[config.mk]
export PLATFORM = sky130hd
export DESIGN_NAME = sppv_div
export DESIGN_NICKNAME = d
export VERILOG_FILES = /design/src/rtl/sppv_div.sv
export SDC_FILE = /design/constraint.sdc
export NUM_CORES = 2
export LEC_CHECK = 0
export BUFFER_PORTS_ARGS = -buffer_cell sky130_fd_sc_hd__buf_4
export CAP_MARGIN = 5
export CORE_UTILIZATION = 40
export CTS_CLUSTER_DIAMETER = 200
export DETAILED_ROUTE_END_ITERATION = 8
export PLACE_DENSITY = 0.57
export SYNTH_ARGS = -nofsm -noshare
export SYNTH_HDL_FRONTEND = slang
export SYNTH_SLANG_ARGS = --single-unit
export TNS_END_PERCENT = 30
[constraint.sdc]
create_clock -name clk -period 8.64 [get_ports clk]
set_clock_uncertainty 0.2 [all_clocks]
set_input_delay 0 -clock clk [delete_from_list [all_inputs] [get_ports clk]]
set_output_delay 0 -clock clk [all_outputs]
set_load 0.005 [all_outputs]
[src/rtl/sppv_div.sv]
module sppv_div #(
	parameter int NUMW = 32,
	parameter int DW = 15,
	parameter int SBW = 3
) (
	input  logic            clk,
	input  logic            arst_n,
	input  logic            en,
	input  logic            in_valid,
	input  logic [NUMW-1:0] num_a,
	input  logic [NUMW-1:0] num_b,
	input  logic [DW-1:0]   den,
	input  logic [SBW-1:0]  sb_in,
	output logic            out_valid,
	output logic [NUMW-1:0] quo_a,
	output logic [NUMW-1:0] quo_b,
	output logic [SBW-1:0]  sb_out
);

	// Two restoring dividers sharing one divisor; one quotient bit per stage.
	logic            v_s  [0:NUMW];
	logic [DW-1:0]   ra_s [0:NUMW];
	logic [DW-1:0]   rb_s [0:NUMW];
	logic [NUMW-1:0] na_s [0:NUMW];
	logic [NUMW-1:0] nb_s [0:NUMW];
	logic [DW-1:0]   d_s  [0:NUMW];
	logic [SBW-1:0]  sb_s [0:NUMW];

	assign v_s[0]  = in_valid;
	assign ra_s[0] = '0;
	assign rb_s[0] = '0;
	assign na_s[0] = num_a;
	assign nb_s[0] = num_b;
	assign d_s[0]  = den;
	assign sb_s[0] = sb_in;

	for (genvar k = 0; k < NUMW; k++) begin : g_step
		logic [DW:0]   ta, tb;
		logic          qa, qb;
		logic [DW-1:0] ra_n, rb_n;

		always_comb begin
			ta = {ra_s[k], na_s[k][NUMW-1]};
			tb = {rb_s[k], nb_s[k][NUMW-1]};
			qa = ta >= {1'b0, d_s[k]};
			qb = tb >= {1'b0, d_s[k]};
			ra_n = qa ? DW'(ta - {1'b0, d_s[k]}) : ta[DW-1:0];
			rb_n = qb ? DW'(tb - {1'b0, d_s[k]}) : tb[DW-1:0];
		end

		always_ff @(posedge clk or negedge arst_n) begin
			if (!arst_n) begin
				v_s[k+1] <= 1'b0;
			end else if (en) begin
				v_s[k+1] <= v_s[k];
			end
		end

		always_ff @(posedge clk) begin
			if (en) begin
				ra_s[k+1] <= ra_n;
				rb_s[k+1] <= rb_n;
				na_s[k+1] <= {na_s[k][NUMW-2:0], qa};
				nb_s[k+1] <= {nb_s[k][NUMW-2:0], qb};
				d_s[k+1]  <= d_s[k];
				sb_s[k+1] <= sb_s[k];
			end
		end
	end

	assign out_valid = v_s[NUMW];
	assign quo_a     = na_s[NUMW];
	assign quo_b     = nb_s[NUMW];
	assign sb_out    = sb_s[NUMW];

endmodule

==> metrics.txt <==
Switching Fraction 0.343; # rows 234; Req. time, crit path 9.12 ns; Worst EP arrival 4.64 ns; synth unique cells 85; final hold vios 0; RSZ-0062 raised after global routing false; period utilisation layout 0.482; Total GRT Usage 0.169; DR iter-0 viols 6981; max cap viols 0; Yosys top cell by area edfxtp_1; Non-Filler Instances 18000; die width 641 um; post-synthesis sequential element count 3571; Final #Nets 13400; first-pass GRT wire length 547000 um; P&R area growth vs syn 13.7%; Clock Pin Slew Worst Setup and Hold Paths 0.06 ns; Crit. End Element flop; TritonRoute pass-1 iters 9; Logic pwr share 0.363; Worst Max-Slew Pin Slew 1.21 ns; number of synthesized flops with an enable pin 3539; syn nets 12800; Period minus WS final 4.16 ns; Pwr per Cell Area 364 nW/um^2; IO Count 154; total clock sinks 3571; min-delay src en; peak supply drop 0.180 mV; Rel. slew slack 0.196; die height 641 um; CTS Buf Count 390; Synth Cell Area 163000 um^2; clock share of power 0.247; Design Area, Final 185000 um^2; Hold Crit Endpoint nb_s[1016]$_DFFE_PP_; Peak Freq 240 MHz; type of the most critical hold path primary input to flop; placed cells 17100; HPWL after DPL 252000 um; Mapped Cells 11800; CTS tree built; most common flop cell mapped by yosys edfxtp_1; Sequential Power Share 0.390; Async S/R FF share, synth 0.00896; final slew viol count 0; H-Tree Depth 5; Mean Syn Cell Area 13.9 um^2; global route overflow 0; placer congestion estimate 0.893; vias in the first global route 93600; Yosys warning total 0; top post-synthesis cells by area edfxtp_1 (65%), ha_1 (7.2%), mux2_2 (2.7%), o21ai_0 (2.5%), nand2_1 (1.8%); IO Port Bufs 153; Final setup viols 0; r2r endpoint g_step[6].ta[10]$_DFFE_PP_; WS Path Type flop to flop; share of cells above drive strength 1 0.101; sw power 23100 uW; pin count of the biggest net entering global routing 205; DRC errors left 12; Post-DP Area 171000 um^2; Internal 44300 uW; Critical Path Fanout Max 27; drt via density 5.25; final antenna-violating net count 0; die area 410000 um^2; Starting Density 0.402; vias post-DR 94600; Root Buffer clkbuf_16; wire per inst 19.7 um; Yosys top cell area share 0.652; Max Buffers Root-to-Sink 4; initial antenna violation count 4; status complete, but fails checks; R2R depth 10; WL final 355000 um; WHS Path Cells 2; sequential share of the synthesized area 0.657; flop-to-flop setup slack 4.48 ns; Startpoint Class flop; Critical R2R Launch g_step[5].ta[0]$_DFFE_PP_; Leak 0.0690 uW; post-CTS resize count 0; Setup TNS 0 ns; Skew-Pair Late Insertion Delay 0.98 ns; Core Footprint 406000 um^2; failing checks DRC
## metrics by stage
step / worst slack, ns / hold slack [ns] / util / power, uW
6_report: 4.48 / 0.0613 / 0.457 / 67400
5_1_grt: 4.12 / 0.0573 / 0.457 / 71800
4_1_cts: 4.47 / 0.000880 / 0.457 / 68200
3_5_place_dp: 4.49 / -0.237 / 0.420 / 50900
3_3_place_gp: 4.56 / -0.254 / 0.420 / 50600
2_1_floorplan: 5.26 / -0.496 / - / 43500
## cells by family (layout without fill, tap and decap cells)
family                   count (synthesis)  after routing  share of synthesized area
adder cells (fa/ha/maj)                994            994                     0.0790
multiplexers                           468            468                     0.0318
XOR/XNOR                               589            589                     0.0316
AND/OR/NAND/NOR                       2470           2470                     0.0730
flip-flops                            3571           3571                      0.657
other                                    0              2                          0
buffers and inverters                 1012           1863                     0.0250
AO/OA/AOI/OAI                         2648           2648                      0.103
## worst max-delay path: stages (launching register included)
cell       delay [ns]
edfxtp_1         0.39
inv_1            0.07
ha_1             0.18
fa_1             0.24
nor2b_1          0.07
o21ai_0          0.31
a21boi_0         0.25
a2111oi_1        0.81
a41o_1           0.88
inv_1            0.19
mux2_2           0.32
## cells in the final DEF, fill, tap and decap left out, types with 44 or more instances in the layout
cell type	count
a21o_1	199
dlygate4sd3_1	186
nand2b_1	122
inv_1	733
clkbuf_1	75
nor2b_1	181
fa_1	60
nor3_1	171
o211ai_1	50
nand4_1	137
and2_1	58
nor2_1	586
clkbuf_16	392
xor2_1	250
and3_1	44
buf_4	208
edfxtp_1	3539
nand3_1	112
clkinv_1	82
a211oi_1	82
a31oi_1	138
xnor2_1	339
nand2_1	798
a21oi_1	571
or2_2	46
o31a_1	66
mux2i_1	71
o21ai_0	805
o21a_1	227
mux2_2	390
ha_1	934
or3_1	48
clkinv_2	56
o31ai_1	74
## final cells by class
| type | instances | area, um^2 |
|---|---|---|
| antenna | 2 | 5.00 |
| clock buffer | 471 | 10100 |
| clock inverter | 244 | 2770 |
| fill | 35800 | 221000 |
| inverter | 733 | 2750 |
| multi-input combinational | 7169 | 52100 |
| sequential | 3571 | 107000 |
| tap | 5428 | 6790 |
| timing repair buffer | 415 | 3850 |
## Yosys cell counts, types with 137 or more instances
cell type  count
edfxtp_1    3539
ha_1         934
o21ai_0      812
nand2_1      798
inv_1        733
nor2_1       586
a21oi_1      571
mux2_2       390
xnor2_1      339
xor2_1       250
o21a_1       227
a21o_1       199
clkbuf_1     193
nor2b_1      181
nor3_1       171
a31oi_1      138
nand4_1      137
## power by group through the flow
stage,clock network (uW),registers (uW),logic [uW]
6_report,16700,26300,24500
2_1_floorplan,0,25300,18300
4_1_cts,17300,26400,24500
5_1_grt,17900,26600,27200
3_3_place_gp,0,26800,23800
3_5_place_dp,0,26700,24200
## sequential cells by signal (all words and copies together) (netlist names)
name and flops:
d_s 465, g_step.ta 496, g_step.tb 496, na_s 961
nb_s 961, out_valid 1, quo_a 32, quo_b 32
sb_out 3, sb_s 93, v_s 31
## worst max path at each step
stage,start,to,slack (ns),cells past startpoint
after floorplan,d_s[230]$_DFFE_PP_,g_step[18].ta[10]$_DFFE_PP_,5.26,10
after global placement,g_step[5].ta[0]$_DFFE_PP_,g_step[6].ta[10]$_DFFE_PP_,4.56,10
after detailed placement,d_s[407]$_DFFE_PP_,g_step[6].ta[10]$_DFFE_PP_,4.49,9
after CTS,g_step[5].ta[0]$_DFFE_PP_,g_step[6].ta[10]$_DFFE_PP_,4.47,10
after global routing,g_step[5].ta[0]$_DFFE_PP_,g_step[6].ta[10]$_DFFE_PP_,4.12,10
final,g_step[5].ta[0]$_DFFE_PP_,g_step[6].ta[10]$_DFFE_PP_,4.48,10
## metal layers
| metal | track usage | vias up | part of all wire |
|---|---|---|---|
| li1 | - | 45700 | - |
| met1 | 0.234 | 46300 | 0.46 |
| met2 | 0.278 | 2023 | 0.47 |
| met3 | 0.0204 | 582 | 0.039 |
| met4 | 0.0541 | 2 | 0.032 |
| met5 | 0 | - | 0.000051 |
## repair_timing
action | CTS | global route
hold buffers | 187 | 0
setup buffers | 0 | 0
hold endpoints to repair | 1027 | 0
Power figures use the tool's default switching activity.
