### src/rtl/sppv_pkg.sv
package sppv_pkg;

	localparam int DEF_MAX_SIDE = 1024;

	// Register indexes on the configuration port.
	localparam logic [1:0] REG_IMAGE_SIZE = 2'd0;
	localparam logic [1:0] REG_BASE_RED   = 2'd1;
	localparam logic [1:0] REG_BASE_GREEN = 2'd2;
	localparam logic [1:0] REG_BASE_BLUE  = 2'd3;

	localparam logic [10:0] RST_IMAGE_SIZE = 11'd64;
	localparam logic [7:0]  RST_BASE       = 8'd255;

	// Unit light direction in Q16.
	localparam logic signed [17:0] LIGHT_X = -18'sd23499;
	localparam logic signed [17:0] LIGHT_Y = -18'sd39165;
	localparam logic signed [17:0] LIGHT_Z = 18'sd46998;

	localparam logic [17:0] AMBIENT_Q16 = 18'd14418;
	localparam logic [15:0] DIFFUSE_Q16 = 16'd47186;

	localparam logic [7:0] CHECK_DARK  = 8'd45;
	localparam logic [7:0] CHECK_LIGHT = 8'd58;
	localparam logic [7:0] ALPHA_OPAQUE = 8'd255;

	// Square root unit: radicand at most 2^32, root at most 2^16.
	localparam int SQ_IN_W  = 33;
	localparam int SQ_ACC_W = 34;
	localparam int SQ_RES_W = 17;
	localparam int SQ_STEPS = 17;

	localparam logic [16:0] ONE_Q16 = 17'd65536;

endpackage

### src/rtl/sppv_isqrt.sv
module sppv_isqrt import sppv_pkg::*; #(
	parameter int SBW = 38
) (
	input  logic                clk,
	input  logic                arst_n,
	input  logic                en,
	input  logic                in_valid,
	input  logic [SQ_IN_W-1:0]  rad,
	input  logic [SBW-1:0]      sb_in,
	output logic                out_valid,
	output logic [SQ_RES_W-1:0] root,
	output logic [SBW-1:0]      sb_out
);

	// Digit-by-digit square root, one result bit per stage.
	logic                v_s  [0:SQ_STEPS];
	logic [SQ_IN_W-1:0]  x_s  [0:SQ_STEPS];
	logic [SQ_ACC_W-1:0] r_s  [0:SQ_STEPS];
	logic [SBW-1:0]      sb_s [0:SQ_STEPS];

	assign v_s[0]  = in_valid;
	assign x_s[0]  = rad;
	assign r_s[0]  = '0;
	assign sb_s[0] = sb_in;

	for (genvar k = 0; k < SQ_STEPS; k++) begin : g_step
		localparam logic [SQ_ACC_W-1:0] BIT = SQ_ACC_W'(1) << (2 * (SQ_STEPS - 1 - k));
		logic [SQ_ACC_W-1:0] sum;
		logic                ge;
		logic [SQ_IN_W-1:0]  x_n;
		logic [SQ_ACC_W-1:0] r_n;

		always_comb begin
			sum = r_s[k] + BIT;
			ge  = {1'b0, x_s[k]} >= sum;
			x_n = ge ? SQ_IN_W'({1'b0, x_s[k]} - sum) : x_s[k];
			r_n = ge ? ((r_s[k] >> 1) + BIT) : (r_s[k] >> 1);
		end

		always_ff @(posedge clk or negedge arst_n) begin
			if (!arst_n) begin
				v_s[k+1] <= 1'b0;
			end else if (en) begin
				v_s[k+1] <= v_s[k];
			end
		end

		always_ff @(posedge clk) begin
			if (en) begin
				x_s[k+1]  <= x_n;
				r_s[k+1]  <= r_n;
				sb_s[k+1] <= sb_s[k];
			end
		end
	end

	assign out_valid = v_s[SQ_STEPS];
	assign root      = r_s[SQ_STEPS][SQ_RES_W-1:0];
	assign sb_out    = sb_s[SQ_STEPS];

endmodule

### config.mk
export PLATFORM = sky130hd
export DESIGN_NAME = sppv_isqrt
export DESIGN_NICKNAME = d
export VERILOG_FILES = /design/src/rtl/sppv_pkg.sv /design/src/rtl/sppv_isqrt.sv
export SDC_FILE = /design/constraint.sdc
export NUM_CORES = 1
export LEC_CHECK = 0
export CORE_MARGIN = 1
export CORE_UTILIZATION = 35
export CTS_CLUSTER_SIZE = 14
export DETAILED_ROUTE_END_ITERATION = 12
export DONT_BUFFER_PORTS = 1
export PLACE_DENSITY = 0.55
export RECOVER_POWER = 100
export SYNTH_ARGS = -nofsm -noshare
export SYNTH_HDL_FRONTEND = slang
export SYNTH_SLANG_ARGS = --single-unit
### constraint.sdc
create_clock -name clk -period 3.1 [get_ports clk]
set_clock_uncertainty 0.05 [all_clocks]
set_input_delay 0.155 -clock clk [delete_from_list [all_inputs] [get_ports clk]]
set_output_delay 0.155 -clock clk [all_outputs]
set_load 0.05 [all_outputs]
==> results by group, run 1 <==
Synth
  – Sequential element share of the synthesized area: 77.4%
  – Number of warning messages in the yosys log: 0
  – Cells taking the most area after synthesis: edfxtp_1 (77%), ha_1 (4.0%), xnor2_1 (1.8%)
  – Cell Area, Synth: 0.0521 mm2
  – Synth Register Bits: 1344
  – Post-synthesis cell type count: 83
  – Commonest cells in the synthesized netlist: edfxtp_1 (1327), inv_1 (197), nor2_1 (186)
  – Average size of a mapped cell: 16.5 um2
  – Syn_nets: 3389
  – Most frequently used cell type in the post-synthesis netlist: edfxtp_1
  – Biggest area consumer among synthesized cells: edfxtp_1
  – Share of Yosys cell area claimed by the top area cell type: 76.5%
  – Dominant synthesized flop cell: edfxtp_1
  – Gate count after technology mapping: 3147
  – Number of enable flip-flop cells after synthesis: 1327
  – Share of synthesized registers carrying an async set or reset: 1.26%

Placed design
  – Total placed instance area: 0.0549 mm2
  – Count of input and output buffers: 0
  – Total placed cells including tap cells: 5097
  – Routability Congestion: 0.802
  – Final HPWL from detailed placement: 49100 um

Route
  – Via count: 25100
  – Total iterations of the first detailed-routing run: 7
  – Via density per instance: 4.55
  – DRC Markers: 0
  – Violation count after the first detailed-routing iteration: 1341
  – Drt wl/cell: 14.4 um
  – Met2 wire length: 40500 um
  – Number of nets with antenna violations after detailed routing: 0
  – Total Routed Length: 79200 um
  – Met3 wire len: 3620 um
  – Routed length on met1: 31400 um
  – Top routing layer in use: met4

Floorplanning
  – Die Footprint: 0.150 mm2
  – Core Region: 0.148 mm2
  – Die Height: 388 um
  – Num rows: 141
  – Io pins: 131
  – Initial Utilization: 35.3%
  – Die width: 388 um

Timing
  – Worst-Margin Slew: 1550 ps
  – Unrepaired setup endpoints after global routing: false
  – Time the worst path needs with I/O delays and setup: 3050 ps
  – Max_slew headroom: -3.63%
  – Final Hold Viols: 158
  – Setup Total Neg Slack: 0 ps
  – Setup-failing EPs final: 0
  – Fin Hold WS: -550 ps
  – Highest clock frequency the design can meet: 328 MHz
  – Share of the clock period used by the worst path: 98.4%
  – Max-slew violation count: 243

Outcome
  – Status: finished, violations left
  – Violated checks: hold timing, capacitance limit, slew limit

Global routing
  – Wire length of the first global-routing pass: 127000 um
  – Antenna violations before repair: 0
  – Maximum number of pins on one net before global-route repair: 258
  – Global-route congestion overflow total: 0
  – GR Util All Layers: 10.5%
  – Via count of the first global-routing pass: 25400

Finish
  – Antenna diode count: 0
  – Ratio of cells with drive above 1 in the final layout: 10.4%
  – Layout area overhead: 18.2%
  – Final Non-Filler Cells: 5509
  – Post-route cell area: 0.0615 mm2
  – Net total in the final layout: 3705
  – Utilization after layout: 41.7%

Run
  – Maxcap violations: 2

Clock network
  – Clk_lat worst skew: 760 ps
  – Clock sink count: 1344
  – Maximum clock path buffer count: 3
  – Clock transition at path regs: 60 ps
  – Clk Tree Root Cell: clkbuf_16
  – Number of buffers added by the clock tree synthesis step: 146
  – Hold Buf Count CTS: 146
  – Number of H-tree levels: 4
  – Clock tree from TritonCTS: built

Min path
  – Class of the worst hold path: in -> reg

Power
  – Worst IR drop on VDD: 0.563 mV
  – Total power per unit cell area: 748 mW/mm2
  – Leakage power: 0.0221 uW

Critical path
  – Worst path required time: 3400 ps
  – Critical path start-end classification: in -> reg
  – Register-to-register setup slack: 130 ps
  – Largest fanout of any net on the critical path: 242
  – Critical path startpoint category: input pin
  – Worst path arrival time: 3350 ps
  – Kind of capture point of the worst setup path: register
[final timing paths]
kind                           start         to  cells past startpoint
setup reg to reg            x_s[455]   x_s[423]                      9
min in group asynchronous     arst_n    v_s[14]                      2
hold / removal                    en  sb_s[634]                      0
max in group asynchronous     arst_n     v_s[7]                      2
hold reg to reg            sb_s[597]  sb_s[559]                      0
setup / recovery                  en    x_s[40]                      4
[where the power goes]
group	internal (uW)	switching, uW
sequential	22200	1090
combinational	2190	2560
clock	10900	7100
[per-layer routing]
layer  vias up  track usage, %
met2       409            18.7
met1     11900            11.1
met4         0            6.15
li1      12600               -
met5         -               0
met3       211            2.94
[final cells by class]
type | count | area (um2)
tap | 1930 | 2410
timing repair buffer | 239 | 2270
sequential | 1344 | 40300
clock inverter | 92 | 1320
multi-input combinational | 1533 | 10700
clock buffer | 172 | 3780
inverter | 199 | 747
fill | 13100 | 86100
[cells in the final DEF (no fill, tap or decap), drive strengths merged, types with 13 or more instances in the layout]
cell | synthesis | routed
a211oi | 16 | 16
a21o | 33 | 33
a21oi | 130 | 130
buf | 51 | 63
bufinv | 0 | 24
clkbuf | 20 | 202
clkinv | 1 | 57
dfrtp | 17 | 17
dlygate4sd3 | 0 | 146
edfxtp | 1327 | 1327
ha | 166 | 166
inv | 198 | 206
mux2 | 45 | 45
nand2 | 148 | 148
nand2b | 33 | 33
nand3 | 30 | 30
nand4 | 40 | 40
nor2 | 186 | 186
nor2b | 21 | 21
nor3 | 60 | 60
nor4 | 75 | 75
o211ai | 13 | 13
o21a | 41 | 41
o21ai | 120 | 120
or3 | 19 | 19
or4 | 13 | 13
xnor2 | 106 | 106
xor2 | 94 | 94
[metrics by stage]
step | hold slack [ps] | total power (uW) | worst slack, ps
after global placement | -190 | 28200 | -1080
after floorplan | -191 | 26600 | 328
after global routing | -625 | 48100 | 6.69
after CTS | -641 | 46800 | 8.34
after detailed placement | -190 | 28300 | -1170
final | -550 | 46000 | 48.8
[kinds of logic (layout without fill, tap and decap cells)]
family	Yosys count	after routing	synth area share [%]
buffers and inverters	270	702	2.27
xor gates and xnor gates	200	200	3.36
DFF	1344	1344	77.4
and+or+nand+nor	681	681	6.70
adders and majority gates	167	167	4.03
other	1	1	0.00720
muxes	51	51	1.11
AOI/OAI and AO/OA	433	433	5.17
[critical path, stage by stage]
cell and delay [ps]:
buf_16 610, buf_16 510, buf_16 470, buf_16 720
[state kept, by name, indices dropped and copies added (netlist names)]
register / cells
sb_out: 38
v_s: 16
r_s: 136
out_valid: 1
sb_s: 608
x_s: 528
root: 17
[what timing repair did]
item / in CTS / in global routing
endpoints found under the setup margin: 246 / 277
pin swaps: 0 / 2
setup buffers: 0 / 0
hold endpoints to repair: 417 / 158
cloned: 1 / 1
gates resized for setup: 2 / 23
(Power assumes the default switching activity.)
==> run 2: changes to the inputs <==
- CORE_UTILIZATION: 35 -> 40
- MAX_ROUTING_LAYER: default -> met4
- PLACE_DENSITY: 0.55 -> 0.6
==> run 2 against run 1 <==
Effect of this change: the flow finishes with violations (DRC, capacitance limit, slew limit); die area shrank 12%; maximum frequency grew 0.64%; critical path type is now reg -> reg; via count grew 0.85%; largest power group unchanged; final cell count shrank 3.4%; hold slack gained 910 ps; register-to-register slack lost 60 ps; utilization grew 5.2 points; combinational power grew 2%; routed wire length grew 3.2%; sequential share of layout area grew 0.93 points.
==> results by group, run 2 (same netlist as run 1, synthesis figures left out) <==
Route
  – Violation count after the first detailed-routing iteration: 1423 (+6.1%)
  – Total iterations of the first detailed-routing run: 9 (+2)
  – Total Routed Length: 81800 um (+3.2%)
  – Via density per instance: 4.75 (+4.4%)
  – DRC Markers: 1 (+1)
  – Drt wl/cell: 15.4 um (+6.8%)
  – Number of nets with antenna violations after detailed routing: 0 (unchanged)
  – Via count: 25300 (+0.85%)

Placed design
  – Final HPWL from detailed placement: 52700 um (+7.4%)
  – Routability Congestion: 0.891 (+11%)
  – Total placed instance area: 0.0548 mm2 (-0.24%)
  – Count of input and output buffers: 0 (unchanged)

Clock network
  – Maximum clock path buffer count: 3 (unchanged)
  – Clk_lat worst skew: 750 ps (about the same)
  – Clock transition at path regs: 60 ps (about the same)
  – Clk Tree Root Cell: clkbuf_16
  – Number of H-tree levels: 4 (unchanged)
  – Post-CTS setup buffers: 0 (unchanged)
  – Clock sink count: 1344 (unchanged)
  – Clock tree from TritonCTS: built
  – Number of buffers added by the clock tree synthesis step: 144 (-1.4%)

Timing
  – Max_slew headroom: -46.8% (-43 points)
  – Worst-Margin Slew: 2200 ps (+647 ps)
  – Max-slew violation count: 691 (+180%)
  – Time the worst path needs with I/O delays and setup: 3030 ps (-19.3 ps)
  – Setup-failing EPs final: 0 (unchanged)
  – Share of the clock period used by the worst path: 97.8% (-0.62 points)
  – Final Hold Viols: 0 (-100%)
  – Highest clock frequency the design can meet: 330 MHz (+0.64%)

Floorplanning
  – Num rows: 132 (-6.4%)
  – Die Footprint: 0.132 mm2 (-12%)
  – Die Height: 363 um (-6.4%)
  – Die width: 363 um (-6.4%)
  – Core Region: 0.129 mm2 (-12%)
  – Io pins: 131 (unchanged)
  – Initial Utilization: 40.3% (+5.0 points)

Min path
  – Class of the worst hold path: reg -> reg

Global routing
  – Antenna violations before repair: 0 (unchanged)
  – Maximum number of pins on one net before global-route repair: 93 (-64%)
  – GR Util All Layers: 12.9% (+2.4 points)
  – Wire length of the first global-routing pass: 131000 um (+3.3%)
  – Via count of the first global-routing pass: 26000 (+2.2%)
  – Global-route congestion overflow total: 0 (unchanged)

Finish
  – Largest reg by FF count: sb_s
  – Utilization after layout: 46.9% (+5.2 points)
  – Layout area overhead: 16.5%
  – Highest-count cells in the layout ignoring fill and taps: edfxtp_1 (1327), inv_1 (197), nor2_1 (184)
  – Commonest non-fill, non-tap cell in the layout: edfxtp_1
  – Number of flip-flops under the largest register name: 608 (unchanged)
  – Post-route cell area: 0.0607 mm2 (-1.4%)
  – Net total in the final layout: 3708 (+0.081%)
  – Antenna diode count: 0 (unchanged)
  – Largest registers: sb_s (608), x_s (528), r_s (136)
  – Ratio of cells with drive above 1 in the final layout: 10.2% (-0.16 points)

Critical path
  – Worst Path Buf+Inv: 1 (-3)
  – Largest fanout of any net on the critical path: 6 (-98%)
  – Biggest cell delay along the critical path: 460 ps (-260 ps)
  – Critical path startpoint category: register
  – Kind of capture point of the worst setup path: register
  – Critical path start-end classification: reg -> reg
  – Cells along the critical path: ha_2, and3_4, nand2_1, nor4b_4, buf_4, a31oi_1, and2_2, a2111o_1, nor2_1, xor2_1
  – Register-to-register setup slack: 70 ps (-60 ps)
  – Critical Path Slowest Stage Cell: a2111o_1
  – Worst path top cell family by delay: simple AND/OR/NAND/NOR gates
  – Worst path required time: 3620 ps (+220 ps)
  – Worst path arrival time: 3550 ps (+200 ps)

Power
  – Worst IR drop on VDD: 0.561 mV (-0.33%)
  – Leakage power: 0.0218 uW (-1.3%)
  – Total power per unit cell area: 735 mW/mm2 (-1.7%)

Outcome
  – Status: finished, violations left
  – Violated checks: DRC, capacitance limit, slew limit

Run
  – Maxcap violations: 9 (+7)
[run 2: cell types whose count changed in the layout (fill, tap and decap cells not counted), moves of 5 or more]
cell,change
clkinv_16,-8
clkbuf_4,-13
clkinv_4,+5
clkbuf_1,+12
bufinv_16,-15
clkbuf_2,+12
[run 2: area by class of cell]
class,instances,area [um2]
clock buffers,177,3830
clock inverters,80,738
fillers,11000,68700
inverters,199,747
multi-input cells,1533,10800
flip-flops and latches,1344,40300
well taps,1742,2180
repair buffers,244,2130
[run 2: repair_timing]
| action | 4_1_cts | 5_1_grt |
|---|---|---|
| hold endpoints to repair | 144 | 0 |
| pin swaps | 0 | 3 |
| hold buffers | 147 | 0 |
| gates resized for setup | 5 | 24 |
| endpoints found under the setup margin | 11 | 55 |
[run 2: power breakdown]
group / total (uW) / internal (uW) / switching [uW]
Sequential: 23300 / 22200 / 1120
Clock: 16400 / 9590 / 6820
Combinational: 4830 / 2160 / 2670
[run 2: worst reg2reg max path: stages (launching register included)]
cell and delay, ps:
edfxtp_1 390, ha_2 400, and3_4 230, nand2_1 90
nor4b_4 380, buf_4 180, a31oi_1 90, and2_2 240
a2111o_1 460, nor2_1 140, xor2_1 200
[run 2: routing by layer]
metal | wire length, um | global-route usage, %
met1 | 33800 | 14.2
met2 | 41800 | 22.2
met3 | 3210 | 2.96
met4 | 2950 | 5.88
met5 | 0 | -
[run 2: path summary, 6_finish.rpt]
path | cells past startpoint | from | endpoint
min reg2reg | 0 | sb_s[433] | sb_s[395]
min | 0 | sb_s[433] | sb_s[395]
min in group asynchronous | 2 | arst_n | v_s[12]
max reg2reg | 10 | x_s[145] | x_s[130]
max in group asynchronous | 2 | arst_n | v_s[8]
max | 10 | x_s[145] | x_s[130]
[run 2: through the flow]
stage | setup WS (ps) | TNS [ps] | instances | power, uW | hold slack [ps]
floorplan | 328 | 0 | 3147 | 26600 | -191
global placement | -260 | -1360 | 4915 | 28300 | -190
detailed placement | -315 | -2010 | 4915 | 28400 | -190
CTS | 37.6 | 0 | 5319 | 45200 | 357
global route | -21.3 | -27.2 | 5319 | 46700 | 365
finish | 68.1 | 0 | 5319 | 44600 | 361
